$ cat src/rtl/core/mmtt_pkg.sv
// ============================================================================
// mmtt_pkg: shared definitions of the memory mapped text terminal
// Geometry of the character store, bus window constants, command codes and
// the command and status groups between controller and datapath.
// ============================================================================
package mmtt_pkg;

  localparam int COLUMNS     = 80;
  localparam int ROWS        = 25;
  localparam int STORE_DEPTH = COLUMNS * ROWS;
  localparam int ADDR_W      = (STORE_DEPTH > 1) ? $clog2(STORE_DEPTH) : 1;
  // The cursor index row*COLUMNS+column can reach 255*COLUMNS+255.
  localparam int IDX_W       = $clog2(255 * COLUMNS + 256);

  localparam logic [7:0] COLUMNS_B = 8'(COLUMNS);
  localparam logic [7:0] ROWS_B    = 8'(ROWS);
  localparam logic [7:0] BLANK     = 8'h20;

  localparam logic [15:0] WINDOW_BASE = 16'hC000;
  localparam logic [15:0] WINDOW_LAST = 16'hC000 + 16'd8191;

  // Write offsets decode the full distance from the window base.
  localparam logic [15:0] WR_OFF_CHAR = 16'd0;
  localparam logic [15:0] WR_OFF_ROW  = 16'd1;
  localparam logic [15:0] WR_OFF_COL  = 16'd2;

  // Read offsets decode the low two address bits only.
  localparam logic [1:0] RD_OFF_CHAR = 2'd0;
  localparam logic [1:0] RD_OFF_COL  = 2'd1;
  localparam logic [1:0] RD_OFF_ROW  = 2'd2;

  typedef enum logic [1:0] {
    CMD_READ  = 2'd0,
    CMD_WRITE = 2'd1,
    CMD_CLEAR = 2'd2,
    CMD_NONE  = 2'd3
  } cmd_t;

  typedef struct packed {
    logic load_item;
    logic calc_index;
    logic exec;
    logic load_out;
    logic clear_step;
  } dp_cmd_t;

  typedef struct packed {
    cmd_t item_cmd;
    logic clear_last;
    logic out_free;
  } dp_status_t;

endpackage

$ cat src/rtl/core/mmtt_ctrl.sv
// ============================================================================
// mmtt_ctrl: sequencer of the text terminal
// Accepts one request at a time, steps a bus access through index and execute
// phases, plus a result phase for a read, and walks the store during a clear.
// ============================================================================
module mmtt_ctrl
  import mmtt_pkg::*;
(
  input  logic       clk,
  input  logic       rst,
  input  logic       req_valid,
  input  cmd_t       req_cmd,
  output logic       req_ready,
  input  dp_status_t status,
  output dp_cmd_t    cmd
);

  typedef enum logic [2:0] {
    ST_CLEAR,
    ST_IDLE,
    ST_INDEX,
    ST_EXEC,
    ST_RESULT
  } state_t;

  state_t state;
  state_t state_next;

  always_comb begin
    state_next = state;
    case (state)
      ST_CLEAR: begin
        if (status.clear_last) state_next = ST_IDLE;
      end
      ST_IDLE: begin
        if (req_valid) begin
          case (req_cmd)
            CMD_CLEAR: state_next = ST_CLEAR;
            CMD_READ:  state_next = ST_INDEX;
            CMD_WRITE: state_next = ST_INDEX;
            default:   state_next = ST_IDLE;
          endcase
        end
      end
      ST_INDEX: state_next = ST_EXEC;
      ST_EXEC: begin
        state_next = (status.item_cmd == CMD_READ) ? ST_RESULT : ST_IDLE;
      end
      ST_RESULT: begin
        if (status.out_free) state_next = ST_IDLE;
      end
      default: state_next = ST_IDLE;
    endcase
  end

  always_ff @(posedge clk) begin
    if (rst) begin
      state <= ST_CLEAR;
    end else begin
      state <= state_next;
    end
  end

  assign req_ready      = (state == ST_IDLE);
  assign cmd.load_item  = (state == ST_IDLE) && req_valid;
  assign cmd.calc_index = (state == ST_INDEX);
  assign cmd.exec       = (state == ST_EXEC);
  assign cmd.load_out   = (state == ST_RESULT) && status.out_free;
  assign cmd.clear_step = (state == ST_CLEAR);

  a_cmd_onehot: assert property (@(posedge clk) disable iff (rst)
    $onehot0({cmd.load_item, cmd.calc_index, cmd.exec, cmd.load_out, cmd.clear_step}))
    else $error("controller issued more than one datapath command");

  a_exec_after_index: assert property (@(posedge clk) disable iff (rst)
    cmd.calc_index |=> cmd.exec)
    else $error("execute phase did not follow index phase");

endmodule

$ cat config.mk
export PLATFORM = sky130hd
export DESIGN_NAME = mmtt_ctrl
export DESIGN_NICKNAME = d
export VERILOG_FILES = /design/src/rtl/core/mmtt_pkg.sv /design/src/rtl/core/mmtt_ctrl.sv
export SDC_FILE = /design/constraint.sdc
export NUM_CORES = 1
export LEC_CHECK = 0
export BUFFER_PORTS_ARGS = -buffer_cell sky130_fd_sc_hd__buf_2
export CAP_MARGIN = 30
export CORE_AREA = 8 8 45 47
export CTS_CLUSTER_DIAMETER = 150
export CTS_CLUSTER_SIZE = 16
export DETAILED_ROUTE_END_ITERATION = 10
export DIE_AREA = 0 0 53 55
export PLACE_DENSITY = 0.49
export REMOVE_ABC_BUFFERS = 1
export SLEW_MARGIN = 10
export SYNTH_ARGS = -nofsm -noshare
export SYNTH_HDL_FRONTEND = slang
export SYNTH_SLANG_ARGS = --single-unit
$ cat constraint.sdc
create_clock -name clk -period 1.8 [get_ports clk]
set_input_delay 0.09 -clock clk [delete_from_list [all_inputs] [get_ports clk]]
set_output_delay 0.09 -clock clk [all_outputs]
set_load 0.01 [all_outputs]
Word level (Yosys, flattened, before mapping)
Index checks and enable logic that the tools add are counted.

operators by class
  reduce and logical (&&, ||, !) cells = 7
  eq/ne operators = 9
  mux-type cells = 6

operators with widths
  cell                                                                    number
  3-bit one-hot mux with 5 select lines                                   1
  3-bit 2-to-1 mux                                                        4
  3-bit by 2-bit equality test with 1-bit output (second input constant)  2
  2-bit != test (second input constant)                                   3
  2-bit zero test                                                         2
  2-bit one-hot mux with 2 select lines                                   1
  3-bit by 1-bit equality test with 1-bit output (second input constant)  1
  3-bit equality test (second input constant)                             1
  3-bit zero test                                                         1
  3-bit AND reduction                                                     1
  2-bit by 1-bit equality test with 1-bit output (second input constant)  1
  2-bit equality test (second input constant)                             1
  1-bit logical AND                                                       2
  2-bit OR reduction                                                      1

word-level totals
  logic and storage cells = 23
  output and inout bits = 6
  register bits = 3

Depth between registers and ports, before layout
  depth in word-level cells = 5
  depth in mapped cells = 4
  gate-level depth less buffers = 3

Worst setup path before layout
OpenSTA, ideal clock, no wires.

  path kind = register to register
  start point = register state[0]
  end point = register state[1]
  required time = 1.683 ns
  clock period less this slack = 1.341 ns
  setup slack = 0.459 ns
  arrival = 1.225 ns
  library setup time = 0.117 ns
  stages on the path, launching flop included = 4
  path through = dfxtp_1 > mux2_2 > o31a_2 > and3b_2

between the ends
  cells in the longest elaborated chain, start to end = 3

RTL lines
  what                                         line             RTL
  from (decl)                                  mmtt_ctrl.sv:26  state_t state;
  from (signal assigned)                       mmtt_ctrl.sv:60  state <= state_next;
  3-bit equality test (tied with other cells)  mmtt_ctrl.sv:31  case (state)
  2-bit != test (no source line)               --
  3-bit AND reduction (no source line)         --

Parallel ways exist; a longest one is shown, timed or not.
A chain may end at the register's enable or synchronous reset.

==> impl_metrics.prom <==
# TYPE chip_impl_metric gauge
chip_impl_metric{name="cell_area_after_layout",unit="µm²"} 337
chip_impl_metric{name="drt_pre_antenna_iters",unit=""} 4
chip_impl_info{name="yosys-top-cells-count",value="sky130_fd_sc_hd__dfxtp_1, sky130_fd_sc_hd__and2_1, sky130_fd_sc_hd__inv_1, sky130_fd_sc_hd__nor3_1"} 1
chip_impl_metric{name="floorplan.die.width",unit="µm"} 53
chip_impl_metric{name="synth_edf_count",unit=""} 0
chip_impl_metric{name="yosys_register_bits",unit=""} 3
chip_impl_metric{name="postSynth.asyncResetShare",unit="%"} 0
chip_impl_metric{name="reg2regPathDepth",unit=""} 3
chip_impl_metric{name="p_int",unit="mW"} 0.200
chip_impl_metric{name="syn_area_per_cell",unit="µm²"} 9.11
chip_impl_metric{name="ant_nets",unit=""} 0
chip_impl_info{name="holdCritPathClass",value="input pin to register"} 1
chip_impl_metric{name="setup_viol",unit=""} 0
chip_impl_info{name="synth_flop_cell",value="sky130_fd_sc_hd__dfxtp_1"} 1
chip_impl_metric{name="area_growth_syn_to_layout",unit="%"} 47.8
chip_impl_metric{name="globalRouteOverflowTotal",unit=""} 0
chip_impl_metric{name="grt_max_degree",unit=""} 10
chip_impl_metric{name="final_min_period_over_clock_period",unit="%"} 86.0
chip_impl_metric{name="arrival",unit="ns"} 1.46
chip_impl_metric{name="syn_inst",unit=""} 25
chip_impl_metric{name="power.density_cell_area",unit="nW/µm²"} 839
chip_impl_metric{name="final.setup.worst_slack",unit="ns"} 0.253
chip_impl_metric{name="number_of_pins_exceeding_their_max_slew_limit_in_the_final_report",unit=""} 0
chip_impl_metric{name="setup.reg_to_reg.worst_slack",unit="ns"} 0.39
chip_impl_metric{name="static-leakage-power",unit="nW"} 0.167
chip_impl_metric{name="final_period_minus_worst_setup_slack",unit="ns"} 1.55
chip_impl_metric{name="dieArea",unit="µm²"} 2920
chip_impl_metric{name="drt_wl_total",unit="µm"} 622
chip_impl_info{name="synth.area.top_cells",value="sky130_fd_sc_hd__dfxtp_1, sky130_fd_sc_hd__a221oi_2, sky130_fd_sc_hd__and2_1"} 1
chip_impl_info{name="timing.critical_path.to_type",value="output pin"} 1
chip_impl_metric{name="worst-slew-pin-transition",unit="ns"} 0.306
chip_impl_metric{name="place_worst_setup_slack",unit="ns"} 0.393
chip_impl_info{name="tritoncts",value="done"} 1
chip_impl_metric{name="combPwrFrac",unit="%"} 28.1
chip_impl_metric{name="num-fill-cells",unit=""} 156
chip_impl_info{name="timing.hold.worst_endpoint",value="state[0]"} 1
chip_impl_metric{name="synth-seq-area-share",unit="%"} 26.4
chip_impl_metric{name="tritoncts_num_sinks",unit=""} 3
chip_impl_metric{name="place_inst",unit=""} 54
chip_impl_metric{name="die-height",unit="µm"} 55
chip_impl_metric{name="max_slew_margin",unit="%"} 79.5
chip_impl_info{name="synth.most_common_cell",value="sky130_fd_sc_hd__dfxtp_1"} 1
chip_impl_metric{name="final-instance-count-excl-fill",unit=""} 58
chip_impl_metric{name="grt_pass1_vias",unit=""} 244
chip_impl_metric{name="global_route_wire_length_before_repair",unit="µm"} 1030
chip_impl_metric{name="cts_htree_levels",unit=""} 1
chip_impl_info{name="run_status",value="finished clean"} 1
chip_impl_info{name="r2r-start",value="state[0]"} 1
chip_impl_metric{name="synth_top_area_share",unit="%"} 26.4
chip_impl_metric{name="detailroute.via_count",unit=""} 250
chip_impl_metric{name="antenna-diode-count",unit=""} 0
chip_impl_metric{name="timing.critical_path.required",unit="ns"} 1.71
chip_impl_info{name="top_regs",value="state: 3 flops"} 1
chip_impl_metric{name="post_synth_instance_area",unit="µm²"} 228
chip_impl_metric{name="share_of_cells_above_drive_strength_1",unit="%"} 52.4
chip_impl_metric{name="pwr-share-seq",unit="%"} 30.4
chip_impl_metric{name="finalClockSkew",unit="ns"} 0.00299
chip_impl_metric{name="fp-row-count",unit=""} 14
chip_impl_metric{name="p_sw_share",unit="%"} 29.4
chip_impl_metric{name="routed_via_density",unit=""} 4.31
chip_impl_metric{name="fp.coreArea",unit="µm²"} 1380
chip_impl_metric{name="cts_made_buffers",unit=""} 3
chip_impl_metric{name="initial_antenna_violation_count",unit=""} 0
chip_impl_metric{name="placement.cell_area",unit="µm²"} 310
chip_impl_info{name="category_of_the_worst_setup_path_launch_point",value="register"} 1
chip_impl_info{name="holdCritStartpoint",value="rst"} 1
chip_impl_metric{name="flip_flop_count_of_the_largest_register_all_copies_and_words_added",unit=""} 3
chip_impl_info{name="r2r-end",value="state[0]"} 1
chip_impl_metric{name="wire_per_inst",unit="µm"} 10.7
chip_impl_metric{name="yosys_warnings",unit=""} 0
chip_impl_metric{name="achievable-frequency",unit="MHz"} 646
chip_impl_metric{name="post_cts_repair_setup_buffers",unit=""} 0
chip_impl_metric{name="drt-initial-drc-count",unit=""} 3
chip_impl_metric{name="worstPathMaxFanout",unit=""} 7
chip_impl_metric{name="io_pins",unit=""} 15
chip_impl_metric{name="grtUsageTotal",unit="%"} 4.96
chip_impl_metric{name="drcViolationCount",unit=""} 0
chip_impl_metric{name="clkTransAtPathRegs",unit="ns"} 0.04
chip_impl_metric{name="post_cts_resize_count",unit=""} 0
chip_impl_info{name="largest-register",value="state"} 1
chip_impl_metric{name="place_congestion",unit=""} 0.652
chip_impl_metric{name="synth_cell_types",unit=""} 20
chip_impl_metric{name="cts-hold-fix-buffers",unit=""} 0
chip_impl_info{name="clock-root-buffer",value="sky130_fd_sc_hd__clkbuf_4"} 1
chip_impl_metric{name="initial_utilization",unit="%"} 16.5
chip_impl_metric{name="totalNegativeSetupSlack",unit="ns"} 0
chip_impl_metric{name="min_path_cells",unit=""} 2
chip_impl_metric{name="power_frac_clock",unit="%"} 41.6
chip_impl_metric{name="dp_hpwl",unit="µm"} 538
chip_impl_metric{name="worst_ir_drop_vdd",unit="mV"} 0.262
chip_impl_info{name="setup.worst_path.class",value="register to output pin"} 1
chip_impl_metric{name="cap_violations",unit=""} 0
chip_impl_metric{name="port_buffers",unit=""} 14
chip_impl_info{name="grt_setup_unrepaired",value="false"} 1
chip_impl_metric{name="finalHoldViolCount",unit=""} 0
chip_impl_metric{name="total_switching_power",unit="mW"} 0.0829
chip_impl_metric{name="worst_skew_pair.late_latency",unit="ns"} 0.23
chip_impl_info{name="yosys.area.top_type",value="sky130_fd_sc_hd__dfxtp_1"} 1
chip_impl_metric{name="num-nets-final",unit=""} 52
chip_impl_metric{name="cts_max_path_buffers",unit=""} 2
## layer usage
layer	share of wire, %	up-vias	GRT usage (%)
li1	-	132	-
met1	46	105	5.14
met2	40	13	6.25
met3	14	0	3.48
met4	0	0	5.17
met5	0	-	0
## cells by family (layout without fill, tap and decap cells)
| family | count (synthesis) | in the layout | synth area share [%] |
|---|---|---|---|
| compound gates | 5 | 5 | 21.4 |
| buf+inv | 3 | 20 | 6.60 |
| flops | 3 | 3 | 26.4 |
| mux | 2 | 2 | 9.34 |
| simple gates | 12 | 12 | 36.3 |
## critical path: stages (launching register included)
cell	delay, ns
sky130_fd_sc_hd__dfxtp_1	0.41
sky130_fd_sc_hd__or3b_2	0.50
sky130_fd_sc_hd__inv_1	0.08
sky130_fd_sc_hd__and2_1	0.11
sky130_fd_sc_hd__buf_2	0.12
## per-stage QoR
| step | power, mW | util [%] | hold slack (ns) |
|---|---|---|---|
| after floorplan | 0.136 | - | 0.156 |
| after global placement | 0.167 | 22.4 | 0.280 |
| after detailed placement | 0.168 | 22.4 | 0.288 |
| after CTS | 0.288 | 24.3 | 0.0440 |
| after global routing | 0.307 | 24.3 | 0.0433 |
| final | 0.283 | 24.3 | 0.0494 |
## cell usage in the layout, fill, tap and decap left out, drive strengths merged
cell type / count
a211oi: 1
a221oi: 1
and2: 2
and3: 1
and3b: 1
buf: 14
clkbuf: 4
dfxtp: 3
inv: 2
mux2: 1
mux2i: 1
nand3b: 1
nor2: 1
nor3: 2
nor3b: 1
o21bai: 1
o31a: 1
o32ai: 1
or3: 1
or3b: 1
or4b: 1
## worst max-delay path by stage
| stage | startpoint | to | slack (ns) | cells after the start |
|---|---|---|---|---|
| finish | state[0] | cmd[4] | 0.25 | 4 |
| global route | state[0] | cmd[4] | 0.14 | 4 |
| CTS | state[0] | cmd[4] | 0.24 | 4 |
| detailed placement | state[0] | state[1] | 0.39 | 3 |
| global placement | state[0] | state[1] | 0.42 | 3 |
| floorplan | state[0] | state[1] | 0.46 | 3 |
## power groups by stage
stage / logic, mW / clock network, mW / registers [mW]
2_1_floorplan: 0.0514 / 0 / 0.0845
3_3_place_gp: 0.0801 / 0 / 0.0868
3_5_place_dp: 0.0805 / 0 / 0.0872
4_1_cts: 0.0807 / 0.121 / 0.0860
5_1_grt: 0.0883 / 0.130 / 0.0886
6_report: 0.0793 / 0.117 / 0.0858
## final cells by class
type	count	area, µm²	area share (%)
multi-input cells	19	153	45.4
clock buffers	4	26.3	7.81
well taps	16	20.0	5.95
flip-flops and latches	3	60.1	17.8
repair buffers	14	70.1	20.8
inverters	2	7.51	2.23
No activity file was read; power rests on OpenSTA's default activity.
